==> src/rtl/core/bmcs_pkg.sv <==
// ----------------------------------------------------------------------------
// bmcs_pkg: shared types and constants for best master clock selection
// Holds the priority vector type, request kinds, roles and csr indexes.
// ----------------------------------------------------------------------------
package bmcs_pkg;

   localparam logic [1:0] KIND_ANNOUNCE   = 2'd0;
   localparam logic [1:0] KIND_INVALIDATE = 2'd1;
   localparam logic [1:0] KIND_RUN        = 2'd2;

   localparam logic [1:0] ROLE_MASTER  = 2'd0;
   localparam logic [1:0] ROLE_SLAVE   = 2'd1;
   localparam logic [1:0] ROLE_PASSIVE = 2'd2;

   localparam logic [2:0] CSR_PRIORITY1 = 3'd0;
   localparam logic [2:0] CSR_PRIORITY2 = 3'd1;
   localparam logic [2:0] CSR_CLASS     = 3'd2;
   localparam logic [2:0] CSR_ACCURACY  = 3'd3;
   localparam logic [2:0] CSR_VARIANCE  = 3'd4;
   localparam logic [2:0] CSR_IDENTITY  = 3'd5;

   localparam logic [7:0]  BAD_CLASS     = 8'd255;
   localparam logic [7:0]  BAD_PRIORITY  = 8'd255;
   localparam logic [7:0]  RST_PRIORITY  = 8'd248;
   localparam logic [7:0]  RST_CLASS     = 8'd248;
   localparam logic [7:0]  RST_ACCURACY  = 8'd41;
   localparam logic [15:0] RST_VARIANCE  = 16'h4000;

   localparam int VEC_W = 8 + 8 + 8 + 16 + 8 + 64 + 16 + 64;

   typedef struct packed {
      logic [7:0]  p1;
      logic [7:0]  cls;
      logic [7:0]  acc;
      logic [15:0] var_v;
      logic [7:0]  p2;
      logic [63:0] gm;
      logic [15:0] steps;
      logic [63:0] sender;
   } pvec_type;

   // queue entry between front and back
   typedef struct packed {
      logic [1:0] kind;
      logic [2:0] port;
      logic       valid_mark;
      pvec_type   vec;
   } cmd_type;

   // packed field order equals compare order, so one unsigned compare works
   function automatic logic [1:0] vec_cmp(input pvec_type a, input pvec_type b);
      logic [1:0] r;
      if (a < b) r = 2'd1;       // a better
      else if (a > b) r = 2'd2;  // b better
      else r = 2'd0;
      return r;
   endfunction

endpackage

==> src/rtl/core/bmcs_ram.sv <==
// ----------------------------------------------------------------------------
// bmcs_ram: generic single write, single read RAM
// Registered read data.
// ----------------------------------------------------------------------------
module bmcs_ram #(
   parameter int WIDTH = 8,
   parameter int DEPTH = 8
) (
   input  logic                     clock,
   input  logic                     wr_en,
   input  logic [$clog2(DEPTH)-1:0] wr_addr,
   input  logic [WIDTH-1:0]         wr_data,
   input  logic [$clog2(DEPTH)-1:0] rd_addr,
   output logic [WIDTH-1:0]         rd_data
);
   logic [WIDTH-1:0] mem_ff [DEPTH];
   logic [WIDTH-1:0] rd_data_ff;

   assign rd_data = rd_data_ff;

   always_ff @(posedge clock) begin
      if (wr_en) begin
         mem_ff[wr_addr] <= wr_data;
      end
      rd_data_ff <= mem_ff[rd_addr];
   end
endmodule

==> src/rtl/core/bmcs_front.sv <==
// ----------------------------------------------------------------------------
// bmcs_front: request intake and classification
// Qualifies announces, drops bad ports and unused kinds, feeds a short queue.
// ----------------------------------------------------------------------------
module bmcs_front #(
   parameter int NUM_PORTS   = 8,
   parameter int STEPS_LIMIT = 16
) (
   input  logic              clock,
   input  logic              reset,
   input  logic              req_valid,
   output logic              req_ready,
   input  logic [1:0]        req_kind,
   input  logic [2:0]        req_port,
   input  bmcs_pkg::pvec_type req_vec,
   output logic              q_valid,
   input  logic              q_ready,
   output bmcs_pkg::cmd_type q_cmd
);
   localparam int SLOTS = (NUM_PORTS < 8) ? NUM_PORTS : 8;

   // two entry queue
   bmcs_pkg::cmd_type ent_ff [2];
   logic [1:0] cnt_ff;
   logic       rp_ff, wp_ff;
   logic       push, pop, keep;
   bmcs_pkg::cmd_type cmd;

   assign req_ready = (cnt_ff != 2'd2);
   assign q_valid   = (cnt_ff != 2'd0);
   assign q_cmd     = ent_ff[rp_ff];
   assign pop       = q_valid && q_ready;

   always_comb begin
      cmd.kind = req_kind;
      cmd.port = req_port;
      cmd.vec  = req_vec;
      cmd.valid_mark = (req_vec.steps < 16'(STEPS_LIMIT))
                       && (req_vec.cls != bmcs_pkg::BAD_CLASS)
                       && !(req_vec.p1 == bmcs_pkg::BAD_PRIORITY
                            && req_vec.p2 == bmcs_pkg::BAD_PRIORITY);
      keep = (req_kind == bmcs_pkg::KIND_RUN)
             || ((req_kind == bmcs_pkg::KIND_ANNOUNCE
                  || req_kind == bmcs_pkg::KIND_INVALIDATE)
                 && ({1'b0, req_port} < 4'(SLOTS)));
   end

   assign push = req_valid && req_ready && keep;

   always_ff @(posedge clock) begin
      if (push) begin
         ent_ff[wp_ff] <= cmd;
      end
      if (reset) begin
         cnt_ff <= 2'd0;
         rp_ff  <= 1'b0;
         wp_ff  <= 1'b0;
      end else begin
         if (push) wp_ff <= ~wp_ff;
         if (pop)  rp_ff <= ~rp_ff;
         cnt_ff <= cnt_ff + {1'b0, push} - {1'b0, pop};
      end
   end
endmodule

==> src/rtl/core/bmcs_back.sv <==
// ----------------------------------------------------------------------------
// bmcs_back: port table and selection sequencer
// Stores vectors in RAM, walks ports to qualify, then again to emit roles.
// ----------------------------------------------------------------------------
module bmcs_back #(
   parameter int NUM_PORTS = 8
) (
   input  logic               clock,
   input  logic               reset,
   input  logic               q_valid,
   output logic               q_ready,
   input  bmcs_pkg::cmd_type  q_cmd,
   input  bmcs_pkg::pvec_type loc_vec,
   output logic               rsp_valid,
   input  logic               rsp_ready,
   output logic [2:0]         rsp_out_port,
   output logic [1:0]         rsp_role,
   output logic               rsp_local_is_grandmaster,
   output logic               rsp_role_changed,
   output logic [2:0]         rsp_best_port,
   output logic               rsp_best_found,
   output logic               rsp_last
);
   localparam int SLOTS = (NUM_PORTS < 8) ? NUM_PORTS : 8;
   localparam logic [2:0] LAST_SLOT = 3'(SLOTS - 1);

   localparam logic [2:0] ST_IDLE = 3'd0;
   localparam logic [2:0] ST_QRD  = 3'd1; // address issued, wait data
   localparam logic [2:0] ST_QCMP = 3'd2;
   localparam logic [2:0] ST_ERD  = 3'd3;
   localparam logic [2:0] ST_EOUT = 3'd4;
   localparam logic [2:0] ST_EWT  = 3'd5;

   logic [2:0]  state_ff, state_in;
   logic [2:0]  idx_ff, idx_in;
   logic [7:0]  known_ff, valid_ff;
   logic        gmf_ff;
   logic        gm_ff, gm_in, found_ff, found_in, chg_ff, chg_in;
   logic [2:0]  best_ff, best_in;
   bmcs_pkg::pvec_type best_vec_ff, best_vec_in;
   logic [2:0]  lastk_ff, lastk_in;

   logic               wr_en;
   logic [2:0]         rd_addr;
   bmcs_pkg::pvec_type rd_vec;

   bmcs_ram #(.WIDTH(bmcs_pkg::VEC_W), .DEPTH(8)) u_ram (
      .clock  (clock),
      .wr_en  (wr_en),
      .wr_addr(q_cmd.port),
      .wr_data(q_cmd.vec),
      .rd_addr(rd_addr),
      .rd_data(rd_vec)
   );

   // output register
   logic       ov_ff;
   logic [2:0] o_port_ff, o_best_ff;
   logic [1:0] o_role_ff;
   logic       o_gm_ff, o_chg_ff, o_found_ff, o_last_ff;
   logic       emit;
   logic [1:0] role;
   logic [1:0] c_loc, c_best;

   assign rsp_valid = ov_ff;
   assign rsp_out_port = o_port_ff;
   assign rsp_role = o_role_ff;
   assign rsp_local_is_grandmaster = o_gm_ff;
   assign rsp_role_changed = o_chg_ff;
   assign rsp_best_port = o_best_ff;
   assign rsp_best_found = o_found_ff;
   assign rsp_last = o_last_ff;

   assign q_ready = (state_ff == ST_IDLE);
   assign wr_en   = q_ready && q_valid && (q_cmd.kind == bmcs_pkg::KIND_ANNOUNCE);
   assign c_loc   = bmcs_pkg::vec_cmp(loc_vec, rd_vec);
   assign c_best  = bmcs_pkg::vec_cmp(rd_vec, best_vec_ff);

   always_comb begin
      unique case (c_loc)
         2'd1:    role = bmcs_pkg::ROLE_MASTER;
         2'd2:    role = bmcs_pkg::ROLE_SLAVE;
         default: role = bmcs_pkg::ROLE_PASSIVE;
      endcase
      if (gm_ff || !valid_ff[idx_ff]) role = bmcs_pkg::ROLE_MASTER;
   end

   always_comb begin
      state_in = state_ff;
      idx_in = idx_ff;
      gm_in = gm_ff;
      found_in = found_ff;
      chg_in = chg_ff;
      best_in = best_ff;
      best_vec_in = best_vec_ff;
      lastk_in = lastk_ff;
      rd_addr = idx_ff;
      emit = 1'b0;
      unique case (state_ff)
         ST_IDLE: begin
            rd_addr = 3'd0;
            if (q_valid && q_cmd.kind == bmcs_pkg::KIND_RUN) begin
               idx_in = 3'd0;
               gm_in = 1'b1;
               found_in = 1'b0;
               best_in = 3'd0;
               lastk_in = 3'd0;
               state_in = ST_QRD;
            end
         end
         ST_QRD: state_in = ST_QCMP;
         ST_QCMP: begin
            if (valid_ff[idx_ff]) begin
               if (c_loc != 2'd1) gm_in = 1'b0;
               if (!found_ff || c_best == 2'd1) begin
                  best_in = idx_ff;
                  best_vec_in = rd_vec;
                  found_in = 1'b1;
               end
            end
            if (known_ff[idx_ff]) lastk_in = idx_ff;
            if (idx_ff == LAST_SLOT) begin
               if (gm_in) begin
                  found_in = 1'b0;
                  best_in = 3'd0;
               end
               chg_in = (gm_in != gmf_ff);
               idx_in = 3'd0;
               rd_addr = 3'd0;
               state_in = ST_ERD;
            end else begin
               idx_in = idx_ff + 3'd1;
               rd_addr = idx_in;
               state_in = ST_QCMP;
            end
         end
         ST_ERD: state_in = ST_EOUT;
         ST_EOUT: begin
            if (!known_ff[idx_ff] || !ov_ff || rsp_ready) begin
               emit = known_ff[idx_ff];
               if (idx_ff == LAST_SLOT) begin
                  state_in = ST_IDLE;
               end else begin
                  idx_in = idx_ff + 3'd1;
                  rd_addr = idx_in;
               end
            end else begin
               state_in = ST_EWT;
            end
         end
         ST_EWT: begin
            // hold read data steady while the output stalls
            if (rsp_ready) state_in = ST_EOUT;
         end
         default: state_in = ST_IDLE;
      endcase
   end

   always_ff @(posedge clock) begin
      best_vec_ff <= best_vec_in;
      best_ff <= best_in;
      lastk_ff <= lastk_in;
      chg_ff <= chg_in;
      found_ff <= found_in;
      gm_ff <= gm_in;
      idx_ff <= idx_in;
      if (emit) begin
         o_port_ff  <= idx_ff;
         o_role_ff  <= role;
         o_gm_ff    <= gm_ff;
         o_chg_ff   <= chg_ff;
         o_best_ff  <= best_ff;
         o_found_ff <= found_ff;
         o_last_ff  <= (idx_ff == lastk_ff);
      end
      if (reset) begin
         state_ff <= ST_IDLE;
         known_ff <= '0;
         valid_ff <= '0;
         gmf_ff   <= 1'b0;
         ov_ff    <= 1'b0;
      end else begin
         state_ff <= state_in;
         if (emit) ov_ff <= 1'b1;
         else if (rsp_ready) ov_ff <= 1'b0;
         if (state_ff == ST_QCMP && idx_ff == LAST_SLOT) gmf_ff <= gm_in;
         if (q_ready && q_valid) begin
            if (q_cmd.kind == bmcs_pkg::KIND_ANNOUNCE) begin
               known_ff[q_cmd.port] <= 1'b1;
               valid_ff[q_cmd.port] <= q_cmd.valid_mark;
            end else if (q_cmd.kind == bmcs_pkg::KIND_INVALIDATE) begin
               valid_ff[q_cmd.port] <= 1'b0;
            end
         end
      end
   end
endmodule

==> src/rtl/core/best_master_clock_selection_unit.sv <==
// ----------------------------------------------------------------------------
// best_master_clock_selection_unit: best master clock selection over ports
// Stores announced priority vectors per port and, on a run request, emits
// one role decision per known port in ascending port order.
// ----------------------------------------------------------------------------
//  channel   dir   handshake             payload
//  req_      in    req_valid/req_ready   kind, port, announced vector
//  rsp_      out   rsp_valid/rsp_ready   one role decision per known port
//  csr_      in    csr_valid/csr_ready   csr_index, csr_data
//
// Announce and invalidate requests retire while the sequencer is idle. A run holds
// the sequencer through intake, a RAM read-latency state, one compare per port, a
// second read-latency state and one emit per port; the single read port of the
// vector RAM sets this sequence.
// An output stall parks the sequencer in a wait state until rsp_ready; a
// two-entry queue parts intake from the sequencer. Reset is synchronous and
// clears known/valid marks and the grandmaster flag.
module best_master_clock_selection_unit #(
   parameter int NUM_PORTS   = 8,
   parameter int STEPS_LIMIT = 16
) (
   input  logic        clock,
   input  logic        reset,
   input  logic        req_valid,
   output logic        req_ready,
   input  logic [1:0]  req_kind,
   input  logic [2:0]  req_port,
   input  logic [7:0]  req_gm_priority1,
   input  logic [7:0]  req_gm_clock_class,
   input  logic [7:0]  req_gm_clock_accuracy,
   input  logic [15:0] req_gm_log_variance,
   input  logic [7:0]  req_gm_priority2,
   input  logic [63:0] req_gm_identity,
   input  logic [63:0] req_sender_identity,
   input  logic [15:0] req_steps_removed,
   output logic        rsp_valid,
   input  logic        rsp_ready,
   output logic [2:0]  rsp_out_port,
   output logic [1:0]  rsp_role,
   output logic        rsp_local_is_grandmaster,
   output logic        rsp_role_changed,
   output logic [2:0]  rsp_best_port,
   output logic        rsp_best_found,
   output logic        rsp_last,
   input  logic        csr_valid,
   output logic        csr_ready,
   input  logic [2:0]  csr_index,
   input  logic [63:0] csr_data
);
   logic [7:0]  p1_ff, p2_ff, cls_ff, acc_ff;
   logic [15:0] var_ff;
   logic [63:0] id_ff;

   bmcs_pkg::pvec_type req_vec, loc_vec;
   bmcs_pkg::cmd_type  q_cmd;
   logic               q_valid, q_ready;

   assign csr_ready = 1'b1;

   always_ff @(posedge clock) begin
      if (reset) begin
         p1_ff  <= bmcs_pkg::RST_PRIORITY;
         p2_ff  <= bmcs_pkg::RST_PRIORITY;
         cls_ff <= bmcs_pkg::RST_CLASS;
         acc_ff <= bmcs_pkg::RST_ACCURACY;
         var_ff <= bmcs_pkg::RST_VARIANCE;
         id_ff  <= '0;
      end else if (csr_valid) begin
         unique case (csr_index)
            bmcs_pkg::CSR_PRIORITY1: p1_ff  <= csr_data[7:0];
            bmcs_pkg::CSR_PRIORITY2: p2_ff  <= csr_data[7:0];
            bmcs_pkg::CSR_CLASS:     cls_ff <= csr_data[7:0];
            bmcs_pkg::CSR_ACCURACY:  acc_ff <= csr_data[7:0];
            bmcs_pkg::CSR_VARIANCE:  var_ff <= csr_data[15:0];
            bmcs_pkg::CSR_IDENTITY:  id_ff  <= csr_data;
            default: ;
         endcase
      end
   end

   always_comb begin
      req_vec.p1     = req_gm_priority1;
      req_vec.cls    = req_gm_clock_class;
      req_vec.acc    = req_gm_clock_accuracy;
      req_vec.var_v  = req_gm_log_variance;
      req_vec.p2     = req_gm_priority2;
      req_vec.gm     = req_gm_identity;
      req_vec.steps  = req_steps_removed;
      req_vec.sender = req_sender_identity;
      // local vector: sender is ourselves, zero steps removed
      loc_vec.p1     = p1_ff;
      loc_vec.cls    = cls_ff;
      loc_vec.acc    = acc_ff;
      loc_vec.var_v  = var_ff;
      loc_vec.p2     = p2_ff;
      loc_vec.gm     = id_ff;
      loc_vec.steps  = '0;
      loc_vec.sender = id_ff;
   end

   bmcs_front #(.NUM_PORTS(NUM_PORTS), .STEPS_LIMIT(STEPS_LIMIT)) u_front (
      .clock    (clock),
      .reset    (reset),
      .req_valid(req_valid),
      .req_ready(req_ready),
      .req_kind (req_kind),
      .req_port (req_port),
      .req_vec  (req_vec),
      .q_valid  (q_valid),
      .q_ready  (q_ready),
      .q_cmd    (q_cmd)
   );

   bmcs_back #(.NUM_PORTS(NUM_PORTS)) u_back (
      .clock                   (clock),
      .reset                   (reset),
      .q_valid                 (q_valid),
      .q_ready                 (q_ready),
      .q_cmd                   (q_cmd),
      .loc_vec                 (loc_vec),
      .rsp_valid               (rsp_valid),
      .rsp_ready               (rsp_ready),
      .rsp_out_port            (rsp_out_port),
      .rsp_role                (rsp_role),
      .rsp_local_is_grandmaster(rsp_local_is_grandmaster),
      .rsp_role_changed        (rsp_role_changed),
      .rsp_best_port           (rsp_best_port),
      .rsp_best_found          (rsp_best_found),
      .rsp_last                (rsp_last)
   );
endmodule
==> config.mk <==
export PLATFORM = sky130hd
export DESIGN_NAME = best_master_clock_selection_unit
export DESIGN_NICKNAME = d
export VERILOG_FILES = /design/src/rtl/core/bmcs_pkg.sv /design/src/rtl/core/bmcs_ram.sv /design/src/rtl/core/bmcs_front.sv /design/src/rtl/core/bmcs_back.sv /design/src/rtl/core/best_master_clock_selection_unit.sv
export SDC_FILE = /design/constraint.sdc
export NUM_CORES = 2
export LEC_CHECK = 0
export ABC_AREA = 0
export BUFFER_PORTS_ARGS = -buffer_cell sky130_fd_sc_hd__buf_4
export CAP_MARGIN = 20
export CELL_PAD_IN_SITES_DETAIL_PLACEMENT = 1
export CELL_PAD_IN_SITES_GLOBAL_PLACEMENT = 2
export CORE_MARGIN = 8
export CORE_UTILIZATION = 54
export CTS_BUF_LIST = sky130_fd_sc_hd__clkbuf_8
export DETAILED_ROUTE_END_ITERATION = 10
export GPL_TIMING_DRIVEN = 0
export HOLD_SLACK_MARGIN = 0.08
export PLACE_DENSITY_LB_ADDON = 0.1
export SKIP_LAST_GASP = 1
export SLEW_MARGIN = 0
export SYNTH_ARGS = -nofsm -noshare
export SYNTH_HDL_FRONTEND = slang
export SYNTH_HIERARCHICAL = 1
export SYNTH_SLANG_ARGS = --single-unit
==> constraint.sdc <==
create_clock -name clock -period 23.6 [get_ports clock]
set_input_delay 2.36 -clock clock [delete_from_list [all_inputs] [get_ports clock]]
set_output_delay 2.36 -clock clock [all_outputs]
set_load 0.05 [all_outputs]
==> metrics.csv <==
stage;metric;value;unit
status;status;complete, no violations;
critical_path;cp.arrival;6380;ps
clock_network;cts_resized;0;
yosys;synth_cells;5342;
critical_path;r2r_slack;18310;ps
yosys;syn_avg_cell_area;18.71;um2
grt;grt_use_met3;3.437;%
critical_path;cp_max_fo;10;
critical_path;crit_path_end_kind;register;
critical_path;path_buf_inv;5;
yosys;yosysSeqAreaShare;71.14;%
yosys;synth_top_area_share;64.51;%
clock_network;clock_latency;1050;ps
floorplanning;die_x;446.2;um
min_path;hold_start;u_back/chg_ff;
grt;grt_start_max_net_pins;97;
yosys;synth_edf_count;2147;
clock_network;cts_buffers;412;
sta;fin_crit;5471;ps
final_layout;nets;6836;
clock_network;cts_root_buf;clkbuf_8;
min_path;hp-class;reg2reg;
yosys;ys_ff_latch;2478;
sta;slew_headroom;22.96;%
yosys;synth_most_common_cell;edfxtp_1;
grt;grt_pass1_vias;55522;
critical_path;critical-path-max-stage-delay;730;ps
placement;place.gp.congestion;0.8216;
floorplanning;coreArea;184600;um2
pwr;vdd_ir_drop_max;0.00008161;V
final_layout;area_delta_synth_final;15.41;%
final_layout;post-route-util;62.47;%
sta;skew;77.26;ps
route;routed_wl;243700;um
route;routedWlPerCell;27.09;um
grt;met2_usage;41.84;%
route;viasPerCell;5.678;
grt;use_met1;31.96;%
clock_network;tritoncts;yes;
grt;antenna_found_initial;11;
sta;tightest_slew;1147;ps
final_layout;drive_gt1_share;24.30;%
placement;port-buffer-count;282;
route;first_iter_violations;3391;
yosys;ys_top_cells_by_count;edfxtp_1 (2,147), inv_1 (409), ha_1 (389);
sta;max_freq;0.1828;GHz
route;postRouteAntennaNets;0;
clock_network;clock-sinks;2478;
route;dr.pass1.iters;5;
route;num_vias;51088;
yosys;synth_top_area_cell;edfxtp_1;
route;drcViolationCount;0;
grt;grt_overflow;0;
pwr;p_per_area;109.3;nW/um2
grt;grt_pass1_wl;357400;um
grt;gr-usage-all-layers;24.15;%
critical_path;worstReg2RegStart;u_back/idx_ff[1];
placement;placedCellCount;8243;
grt;busiest_layer;met2;
flow_run;cap_viol_max_count;0;
floorplanning;start_util;54.13;%
critical_path;crit_type;in2reg;
floorplanning;ios;284;
clock_network;postCtsHoldBufs;0;
clock_network;clockBufferDepth;4;
pwr;fin_total_pwr;12610;uW
sta;setup_viol;0;
critical_path;cp_cell_sequence;buf_4, inv_1, nand2_1, nor2_1, a21oi_1, o21ai_0, a21o_1, clkbuf_1, buf_2, clkbuf_1, mux4_1, mux2_2;
floorplanning;rows;158;
floorplanning;die-area;199100;um2
critical_path;critPathSlowestCell;clkbuf_1;
sta;hold_viol;0;
pwr;power_leakage;0.04216;uW
sta;finalCritPeriodShare;23.18;%
yosys;syn_area;99940;um2
clock_network;cts_setup_buffers;0;
floorplanning;die_h;446.2;um
yosys;synthFlopType;edfxtp_1;
placement;hpwl;169300;um
sta;drv_slew;0;
yosys;yosysUniqueCellTypes;73;
critical_path;required;24510;ps
yosys;ys.warnings.count;6;
yosys;synth.top_cells.by_area;edfxtp_1 (65%), dfxtp_1 (6.6%), mux4_1 (6.4%), ha_1 (4.9%), mux4_2 (3.3%);
clock_network;htreeDepth;5;
critical_path;critPathTopFamily;buffers and inverters;
critical_path;crit_path_frequent_cell;clkbuf_1;
yosys;async_flop_share;0;%
critical_path;startpoint_type;input pin;
critical_path;crit_start;rsp_ready;
clock_network;cts.reportedPaths.clkPinSlew;70;ps
sta;rsz0062_at_grt;no;
final_layout;final_cells;8997;
[worst register-to-register path, delay by kind of cell (launching register included)]
kind / cells / cell delay, ps
AND/OR/NAND/NOR: 2 / 380
multiplexers: 4 / 1550
AO/OA/AOI/OAI: 3 / 450
buffers and inverters: 4 / 2370
flip-flops: 1 / 440
[path summary, 6_finish.rpt]
| kind | endpoint | cells after the start |
|---|---|---|
| worst min register to register | u_back/rsp_role_changed | 0 |
| worst min-delay path | u_back/rsp_role_changed | 0 |
| worst max-delay path | u_back/u_ram/rd_data[184] | 12 |
| worst max register to register | u_back/u_ram/rd_data[184] | 13 |
[cell families (layout without fill, tap and decap cells)]
kind of cell	count (synthesis)	after routing	synth area share, %
other	2	23	0.007514
muxes	895	895	15.60
and+or+nand+nor	623	623	3.333
xor gates and xnor gates	8	8	0.07010
adders and majority gates	389	389	4.870
buffers and inverters	585	1739	2.697
AOI/OAI and AO/OA	362	362	2.284
DFF	2478	2478	71.14
[layer usage]
layer | vias up | share of wire [%]
met2 | 1331 | 50
met4 | 0 | 2.8
met1 | 26518 | 43
li1 | 22867 | -
met3 | 372 | 4.2
met5 | - | 0
[stage by stage]
step | TNS [ps] | setup slack, ps | cell area (um2) | hold slack [ps]
finish | 0 | 18130 | 115300 | 441.1
global route | 0 | 18060 | 115300 | 446.8
floorplan | 0 | 8340 | 100000 | 400.3
detailed placement | 0 | 16910 | 107400 | 419.0
CTS | 0 | 18060 | 115300 | 453.9
global placement | -2637950 | -7048 | 105200 | 407.7
[power breakdown]
group	internal, uW	switching, uW
clock network	1970	1670
registers	5450	248
logic	1430	1850
total	8840	3770
[cells in the final DEF, fill, tap and decap left out, types with 41 or more instances in the layout]
master,synthesis,final
nand4_1,76,76
dfxtp_1,331,331
mux4_2,145,145
nand2_1,96,96
clkinv_1,0,72
ha_1,389,389
a21o_1,51,51
a21oi_1,135,135
clkbuf_1,67,65
buf_12,0,64
mux2i_1,117,117
nand2b_1,168,168
buf_4,6,295
o21ai_0,64,64
mux2_4,101,101
nand3_1,51,51
mux4_1,243,243
buf_6,54,93
nor2_1,120,112
inv_1,409,556
clkinv_2,0,41
edfxtp_1,2147,2147
clkbuf_8,0,456
mux2_2,289,289
[sequential cells by signal (all words and copies together), names as in the netlist, 2 cells and up, named ones only]
| register | count |
|---|---|
| u_back/valid_ff | 8 |
| id_ff | 64 |
| p1_ff | 8 |
| p2_ff | 8 |
| u_back/rsp_role | 2 |
| u_front/ent_ff | 396 |
| u_back/u_ram/mem_ff | 1536 |
| u_back/idx_ff | 3 |
| u_front/cnt_ff | 2 |
| u_back/rsp_out_port | 3 |
| u_back/best_ff | 3 |
| u_back/known_ff | 8 |
| u_back/rsp_best_port | 3 |
| u_back/u_ram/rd_data | 192 |
| u_back/best_vec_ff | 192 |
| u_back/state_ff | 3 |
| cls_ff | 8 |
| u_back/lastk_ff | 3 |
| acc_ff | 8 |
| var_ff | 16 |
[area by class of cell]
class,count,area [um2]
clock inverter,291,1674
inverter,409,1543
timing repair buffer,407,4180
sequential,2478,71100
fill,16185,69300
clock buffer,456,6276
buffer,176,1162
multi-input combinational,2294,26290
antenna,6,15.01
tap,2480,3103
Note: power is estimated with default switching activity, not from simulation.
